--- src/design/swlh_pkg.sv ---
// Shared types and constants for the switch edge lockout and homing block.
package swlh_pkg;

    localparam int SWITCH_COUNT = 3;

    localparam int LOCKOUT_W = 8;
    localparam int HOMING_W  = 16;
    localparam int CFG_DATA_W = HOMING_W;

    // Switch bit positions
    localparam int BIT_SW3 = 1;
    localparam int BIT_SW4 = 2;

    localparam logic [LOCKOUT_W-1:0] LOCKOUT_TICKS_RESET = LOCKOUT_W'(20);
    localparam logic [HOMING_W-1:0]  HOMING_LIMIT_RESET  = HOMING_W'(2000);

    typedef enum logic [1:0] {
        MODE_SAMPLE = 2'd0,
        MODE_TICK   = 2'd1,
        MODE_HOMING = 2'd2
    } mode_t;

    typedef enum logic [1:0] {
        CMD_NONE = 2'd0,
        CMD_GO   = 2'd1,
        CMD_STOP = 2'd2
    } cmd_t;

    typedef enum logic {
        REG_LOCKOUT_TICKS = 1'b0,
        REG_HOMING_LIMIT  = 1'b1
    } cfg_reg_t;

    typedef struct packed {
        cmd_t                    arm;
        cmd_t                    barrier;
        cmd_t                    rod;
        logic                    rod_zeroed;
        logic                    arm_homed;
        logic [SWITCH_COUNT-1:0] edge_flags;
        logic [SWITCH_COUNT-1:0] lockout;
    } result_t;

endpackage

--- src/design/switch_edge_lockout_homing.sv ---
// Top level: limit switch edge qualification with lockout and timed homing.
//
//  channel | direction | handshake              | payload
//  --------+-----------+------------------------+-----------------------------------------
//  in      | in        | in_valid / in_ready    | mode, switch_levels
//  out     | out       | out_valid / out_ready  | arm/barrier/rod_command, rod_zeroed,
//          |           |                        | arm_homed, edge_flags_out, lockout_out
//  cfg     | in        | cfg_write_en           | cfg_index, cfg_data
//
// State and the result register update at the accepting edge.
// The result register is the only stage; a new item is taken whenever it is empty or being
// drained in the same cycle, so one item per cycle is sustained while out_ready stays high.
// Reset sets the previous switch levels high, clears the flags, timers and homing state
// and loads the register defaults.
// A stall on the output holds the result and lowers in_ready until it is taken.
module switch_edge_lockout_homing (
    input  logic                                clk,
    input  logic                                rst_n,
    input  logic                                in_valid,
    output logic                                in_ready,
    input  logic [1:0]                          mode,
    input  logic [swlh_pkg::SWITCH_COUNT-1:0]   switch_levels,
    output logic                                out_valid,
    input  logic                                out_ready,
    output logic [1:0]                          arm_command,
    output logic [1:0]                          barrier_command,
    output logic [1:0]                          rod_command,
    output logic                                rod_zeroed,
    output logic                                arm_homed,
    output logic [swlh_pkg::SWITCH_COUNT-1:0]   edge_flags_out,
    output logic [swlh_pkg::SWITCH_COUNT-1:0]   lockout_out,
    input  logic                                cfg_write_en,
    input  logic                                cfg_index,
    input  logic [swlh_pkg::CFG_DATA_W-1:0]     cfg_data
);

    localparam int N = swlh_pkg::SWITCH_COUNT;

    logic [swlh_pkg::LOCKOUT_W-1:0] lockout_ticks_reg;
    logic [swlh_pkg::HOMING_W-1:0]  homing_limit_reg;

    logic [N-1:0]                   prev_levels_reg, prev_levels_next;
    logic [N-1:0]                   edge_flags_reg, edge_flags_next;
    logic [N-1:0]                   lockout_reg, lockout_next;
    logic [swlh_pkg::LOCKOUT_W-1:0] timer_reg [N];
    logic [swlh_pkg::LOCKOUT_W-1:0] timer_next [N];
    logic                           running_reg, running_next;
    logic [swlh_pkg::HOMING_W-1:0]  elapsed_reg, elapsed_next;
    logic                           homed_reg, homed_next;

    logic                           out_valid_reg;
    swlh_pkg::result_t              result_reg, result_next;

    logic                           in_fire;
    logic [N-1:0]                   falls;
    logic [swlh_pkg::LOCKOUT_W-1:0] timer_inc [N];

    assign in_ready = !out_valid_reg || out_ready;
    assign in_fire  = in_valid && in_ready;
    assign falls    = ~switch_levels & prev_levels_reg & ~lockout_reg;

    always_comb
    begin
        prev_levels_next = prev_levels_reg;
        edge_flags_next  = edge_flags_reg;
        lockout_next     = lockout_reg;
        running_next     = running_reg;
        elapsed_next     = elapsed_reg;
        homed_next       = homed_reg;
        for (int i = 0; i < N; i++) begin
            timer_next[i] = timer_reg[i];
            timer_inc[i]  = timer_reg[i] + swlh_pkg::LOCKOUT_W'(1);
        end
        result_next.arm        = swlh_pkg::CMD_NONE;
        result_next.barrier    = swlh_pkg::CMD_NONE;
        result_next.rod        = swlh_pkg::CMD_NONE;
        result_next.rod_zeroed = 1'b0;

        case (swlh_pkg::mode_t'(mode))
            swlh_pkg::MODE_SAMPLE:
            begin
                edge_flags_next  = edge_flags_reg | falls;
                lockout_next     = lockout_reg | falls;
                prev_levels_next = switch_levels;
                for (int i = 0; i < N; i++) begin
                    if (falls[i]) begin
                        timer_next[i] = '0;
                    end
                end
            end
            swlh_pkg::MODE_TICK:
            begin
                if (running_reg) begin
                    elapsed_next = elapsed_reg + swlh_pkg::HOMING_W'(1);
                end
                for (int i = 0; i < N; i++) begin
                    if (lockout_reg[i]) begin
                        if (timer_inc[i] >= lockout_ticks_reg) begin
                            lockout_next[i] = 1'b0;
                            timer_next[i]   = '0;
                        end else begin
                            timer_next[i] = timer_inc[i];
                        end
                    end
                end
            end
            swlh_pkg::MODE_HOMING:
            begin
                running_next = 1'b1;
                if (elapsed_reg < homing_limit_reg) begin
                    result_next.arm     = swlh_pkg::CMD_GO;
                    result_next.barrier = swlh_pkg::CMD_GO;
                    // SW3 is only looked at once SW4 has stopped the barrier
                    if (edge_flags_reg[swlh_pkg::BIT_SW4]) begin
                        result_next.barrier = swlh_pkg::CMD_STOP;
                        result_next.rod     = swlh_pkg::CMD_GO;
                        edge_flags_next[swlh_pkg::BIT_SW4] = 1'b0;
                        if (edge_flags_reg[swlh_pkg::BIT_SW3]) begin
                            result_next.rod        = swlh_pkg::CMD_STOP;
                            result_next.rod_zeroed = 1'b1;
                            edge_flags_next[swlh_pkg::BIT_SW3] = 1'b0;
                        end
                    end
                end else begin
                    result_next.arm     = swlh_pkg::CMD_STOP;
                    result_next.barrier = swlh_pkg::CMD_STOP;
                    result_next.rod     = swlh_pkg::CMD_STOP;
                    edge_flags_next     = '0;
                    elapsed_next        = '0;
                    running_next        = 1'b0;
                    homed_next          = 1'b1;
                end
            end
            default:
            begin
                // unused mode: no state change
            end
        endcase

        result_next.arm_homed  = homed_next;
        result_next.edge_flags = edge_flags_next;
        result_next.lockout    = lockout_next;
    end

    always_ff @(posedge clk or negedge rst_n)
    begin
        if (!rst_n) begin
            lockout_ticks_reg <= swlh_pkg::LOCKOUT_TICKS_RESET;
            homing_limit_reg  <= swlh_pkg::HOMING_LIMIT_RESET;
            prev_levels_reg   <= '1;
            edge_flags_reg    <= '0;
            lockout_reg       <= '0;
            for (int i = 0; i < N; i++) begin
                timer_reg[i] <= '0;
            end
            running_reg       <= 1'b0;
            elapsed_reg       <= '0;
            homed_reg         <= 1'b0;
            out_valid_reg     <= 1'b0;
        end else begin
            if (cfg_write_en) begin
                case (swlh_pkg::cfg_reg_t'(cfg_index))
                    swlh_pkg::REG_LOCKOUT_TICKS:
                        lockout_ticks_reg <= cfg_data[swlh_pkg::LOCKOUT_W-1:0];
                    swlh_pkg::REG_HOMING_LIMIT:
                        homing_limit_reg  <= cfg_data[swlh_pkg::HOMING_W-1:0];
                    default:
                        homing_limit_reg  <= homing_limit_reg;
                endcase
            end
            if (in_fire) begin
                prev_levels_reg <= prev_levels_next;
                edge_flags_reg  <= edge_flags_next;
                lockout_reg     <= lockout_next;
                for (int i = 0; i < N; i++) begin
                    timer_reg[i] <= timer_next[i];
                end
                running_reg     <= running_next;
                elapsed_reg     <= elapsed_next;
                homed_reg       <= homed_next;
                out_valid_reg   <= 1'b1;
            end else if (out_ready) begin
                out_valid_reg <= 1'b0;
            end
        end
    end

    // Result payload: load on every transfer in, hold otherwise
    always_ff @(posedge clk)
    begin
        if (in_fire) begin
            result_reg <= result_next;
        end
    end

    assign out_valid       = out_valid_reg;
    assign arm_command     = result_reg.arm;
    assign barrier_command = result_reg.barrier;
    assign rod_command     = result_reg.rod;
    assign rod_zeroed      = result_reg.rod_zeroed;
    assign arm_homed       = result_reg.arm_homed;
    assign edge_flags_out  = result_reg.edge_flags;
    assign lockout_out     = result_reg.lockout;

`ifndef SYNTHESIS
    a_zeroed_with_rod_stop: assert property (@(posedge clk) disable iff (!rst_n)
        out_valid_reg && result_reg.rod_zeroed |-> result_reg.rod == swlh_pkg::CMD_STOP)
        else $error("rod_zeroed without rod stop");

    a_timeout_clears_flags: assert property (@(posedge clk) disable iff (!rst_n)
        out_valid_reg && result_reg.arm == swlh_pkg::CMD_STOP
        |-> result_reg.edge_flags == '0 && result_reg.arm_homed)
        else $error("homing timeout left flags set or homed clear");

    a_flags_rise_on_sample: assert property (@(posedge clk) disable iff (!rst_n)
        (edge_flags_reg & ~$past(edge_flags_reg)) != '0
        |-> $past(in_fire) && $past(mode) == swlh_pkg::MODE_SAMPLE)
        else $error("edge flag set outside a sample transfer");

    a_homed_sticky: assert property (@(posedge clk) disable iff (!rst_n)
        !$fell(homed_reg))
        else $error("homed flag cleared");

    a_ready_when_empty: assert property (@(posedge clk) disable iff (!rst_n)
        !out_valid_reg |-> in_ready)
        else $error("input stalled with empty result register");
`endif

endmodule
--- config.mk ---
export PLATFORM = sky130hd
export DESIGN_NAME = switch_edge_lockout_homing
export DESIGN_NICKNAME = d
export VERILOG_FILES = /design/src/design/swlh_pkg.sv /design/src/design/switch_edge_lockout_homing.sv
export SDC_FILE = /design/constraint.sdc
export NUM_CORES = 1
export LEC_CHECK = 0
export ABC_AREA = 1
export BUFFER_PORTS_ARGS = -buffer_cell sky130_fd_sc_hd__buf_2
export CELL_PAD_IN_SITES_DETAIL_PLACEMENT = 1
export CELL_PAD_IN_SITES_GLOBAL_PLACEMENT = 1
export CORE_UTILIZATION = 31
export DETAILED_ROUTE_END_ITERATION = 16
export GPL_ROUTABILITY_DRIVEN = 0
export PLACE_DENSITY_LB_ADDON = 0.1
export SYNTH_ARGS = -nofsm -noshare
export SYNTH_HDL_FRONTEND = slang
export SYNTH_SLANG_ARGS = --single-unit
--- constraint.sdc ---
create_clock -name clk -period 2.6 [get_ports clk]
set_input_delay 0.13 -clock clk [delete_from_list [all_inputs] [get_ports clk]]
set_output_delay 0.13 -clock clk [all_outputs]
set_load 0.05 [all_outputs]
==> metrics.md <==
| Metric | Value |
|---|---|
| Status | `finished, final reports clean` |
| H-tree depth | `3` |
| Tmin final | `~2.4 ns` |
| Wire per inst | `14.37 µm` |
| Initial core utilization | `a little under a third` |
| Nets | `733` |
| Setup WS pre-CTS | `-0.03322 ns` |
| Sequential area share after synthesis | `around 46%` |
| Detailed Route WL | `~13000 µm` |
| Library cells used by synthesis | `38` |
| Cell row count | `46` |
| Root Driver | `clkbuf_16` |
| CP Cell Sequence | `nand2_1 > inv_1 > nand4_1 > nor2_1 > nand2_1 > xor2_2 > inv_1 > ha_4 > nand2_2 > nor2_2 > nand4_1 > nand3_1 > buf_4 > nand2_1 > nand2_2 > nand2_1` |
| P_int | `roughly 2.8 mW` |
| Post-synth EDFFs | `14` |
| Largest net degree at the start of global routing | `about 40` |
| Warning count from the yosys run | `0` |
| Die Width | `about 130 µm` |
| Share of post-route cells with drive strength above 1 | `17.51%` |
| First-pass GRT wire length | `~22000 µm` |
| Synth Flop Type | `dfrtp_1` |
| Setup ws final | `roughly 0.17 ns` |
| Layout area overhead | `19.50%` |
| Kind of critical path | `reg2reg` |
| Worst VDD drop | `between 0.3 and 0.4 mV` |
| Most common cell after layout, fill and taps aside | `nand2_1` |
| Core box area | `about 0.016 mm²` |
| Power share of the sequential group | `43.0%` |
| Critical path endpoint category | `flip-flop` |
| Sw Ratio | `roughly a third` |
| Period utilization | `between 90% and 100%` |
| Post-route design area | `around 0.0061 mm²` |
| Die Y | `approximately 130 µm` |
| Final HPWL DP | `9658 µm` |
| Non-filler instance count after layout | `a little under 900` |
| Fmax | `~410 MHz` |
| CP bufs+invs | `3` |
| Slew Limit Fails | `0` |
| Initial antenna violation count | `0` |
| # port buffers | `between 40 and 50` |
| Gr usage total | `16.76%` |
| Maximum fanout along the worst path | `4` |
| Die ar. | `about 0.017 mm²` |
| Pre-antenna DRT Iters | `4` |
| Worst EP arrival | `between 2 and 3 ns` |
| DR iter-0 viols | `121` |
| Endpoints failing hold | `0` |
| Slew @ Worst Pin | `0.9008 ns` |
| Mapped Area | `approximately 0.0051 mm²` |
| Placed inst area | `roughly 0.0056 mm²` |
| Critical Path Start Type | `flip-flop` |
| Antenna viol nets, final | `0` |
| Diode count | `0` |
| Logic pwr share | `between 20% and 30%` |
| Max cap viols | `0` |
| Max_slew headroom | `approximately 40%` |
| CTS clk-pin slew, worst paths | `about 0.070 ns` |
| Synth Register Bits | `90` |
| CTS buffer count | `9` |
| CP top delay family | `simple AND/OR/NAND/NOR gates` |
| PD cells | `between 600 and 700 mW/mm²` |
| Crit path required time | `about 2.7 ns` |
| Slowest stage delay, CP | `approximately 0.4 ns` |
| Syn nets | `between 600 and 700` |
| Overflow after GRT | `0` |
| Max Root-Sink Buffers | `2` |
| Static Leak | `~3.2 nW` |
| Clk network pwr share | `32.9%` |
| Vias | `~4100` |
| Inst Count DP | `~860` |
| Average via count per standard cell | `4.597` |
| Num Clock Sinks | `90` |
| CTS tree | `yes` |
| Cell mode on critical path | `nand2_1` |
| Net Sw Power | `between 1 and 1.5 mW` |
| Number of global-route vias before repair | `between 4000 and 5000` |
| Skew-Pair Late Insertion Delay | `about 0.35 ns` |
| Fraction of registers with async set or reset after synthesis | `a little over four fifths` |
| Clock Skews | `slightly below 0.007 ns` |
| IO Pins | `between 40 and 50` |
| Most frequent cells in the layout | `141 x nand2_1, 103 x inv_1, 64 x dfrtp_1, 47 x nor2_1` |
| Hold Path Class | `in2reg` |
| Syn Inst Count | `approximately 600` |
| Largest register FFs | `24` |
| Crit-path slowest cell | `dfrtp_1` |
| DRC viols | `0` |
| Final count of negative-setup-slack endpoints | `0` |
| RSZ-0062 raised after global routing | `yes` |
| Synth Area per Inst | `8.475 µm²` |
| Setup tns final | `0 ns` |
-- power groups by stage --
stage	sequential (mW)	combinational, mW	clock (mW)
floorplan	1.86	0.633	0
global placement	1.83	0.948	0
detailed placement	1.84	0.989	0
CTS	1.81	1.00	1.45
global route	1.85	1.19	1.49
finish	1.81	1.02	1.39
-- tightest hold or removal path: cells and delay by family --
kind / cells / cell delay [ns]
buffers and inverters: 1 / 0.10
AND/OR/NAND/NOR: 1 / 0.09
AO/OA/AOI/OAI: 1 / 0.04
-- layout make-up --
type	count	area [µm²]
fillers	1902	9856
well taps	216	270.3
multi-input cells	399	2429
flip-flops and latches	90	2337
repair buffers	57	342.8
clock inverters	7	81.33
clock buffers	9	225.2
inverters	106	401.6
-- kinds of logic (layout without fill, tap and decap cells) --
family | Yosys count | after routing | share of synthesized area (%)
buffers and inverters | 112 | 179 | 8.474
AOI/OAI and AO/OA | 87 | 87 | 9.531
adders and majority gates | 43 | 43 | 10.56
xor gates and xnor gates | 28 | 28 | 4.815
and+or+nand+nor | 241 | 241 | 20.76
DFF | 90 | 90 | 45.86
-- routing by layer --
metal	vias to the layer above	GRT usage, %	share of wire (%)
met5	-	0	0
met4	0	5.814	1.8
met3	17	2.542	2.1
met2	47	27.97	47
met1	1953	22.05	49
li1	2047	-	-
-- cells in the mapped netlist, types with 2 or more instances --
master       n  area, µm²
inv_1      104      390.4
clkbuf_1     3      11.26
o2111ai_1    2      17.52
xor2_1      26      227.7
nor2_4       4      45.04
nor2_2       4      25.02
nand2_1    143      536.8
edfxtp_1    14      420.4
dfstp_2     11      289.0
o21ai_0     46      230.2
a21oi_1     30      150.1
nand3_1     14      70.07
inv_2        2      7.510
nor4_1       2      12.51
xnor2_1      2      17.52
ha_1        43      538.0
nor2_1      49      183.9
nor3_1       7      35.03
nand4_1     11      68.82
nor3b_1      2      15.01
dfrtp_1     65       1627
-- repair_timing --
item | CTS | global route
pin swaps | 0 | 7
resized for setup | 1 | 24
buffers inserted | 0 | 7
endpoints found under the setup margin | 8 | 31
hold buffers | 2 | 0
hold endpoints to repair | 29 | 0
-- final timing paths --
check / cells after the start / start / slack (ns) / endpoint
hold reg to reg: 2 / homed_reg$_DFFE_PN0P_ / 0.46 / homed_reg$_DFFE_PN0P_
min in group asynchronous: 2 / rst_n / 0.30 / timer_reg[7]$_DFFE_PN0P_
setup / recovery: 16 / timer_reg[18]$_DFFE_PN0P_ / 0.17 / lockout_out[0]$_DFFE_PP_
max in group asynchronous: 3 / rst_n / 1.63 / prev_levels_reg[2]$_DFFE_PN1P_
setup reg to reg: 16 / timer_reg[18]$_DFFE_PN0P_ / 0.17 / lockout_out[0]$_DFFE_PP_
hold / removal: 3 / cfg_data[8] / 0.01 / homing_limit_reg[8]$_DFFE_PN1P_
-- through the flow --
step	hold WS (ns)	power, mW	utilization, %
6_report	0.01331	4.219	38.18
5_1_grt	0.02979	4.524	38.18
4_1_cts	0.0008446	4.265	37.21
3_5_place_dp	0.1456	2.827	35.13
3_3_place_gp	0.1381	2.779	35.13
2_1_floorplan	-0.1656	2.496	-
No activity file was read; power rests on OpenSTA's default activity.
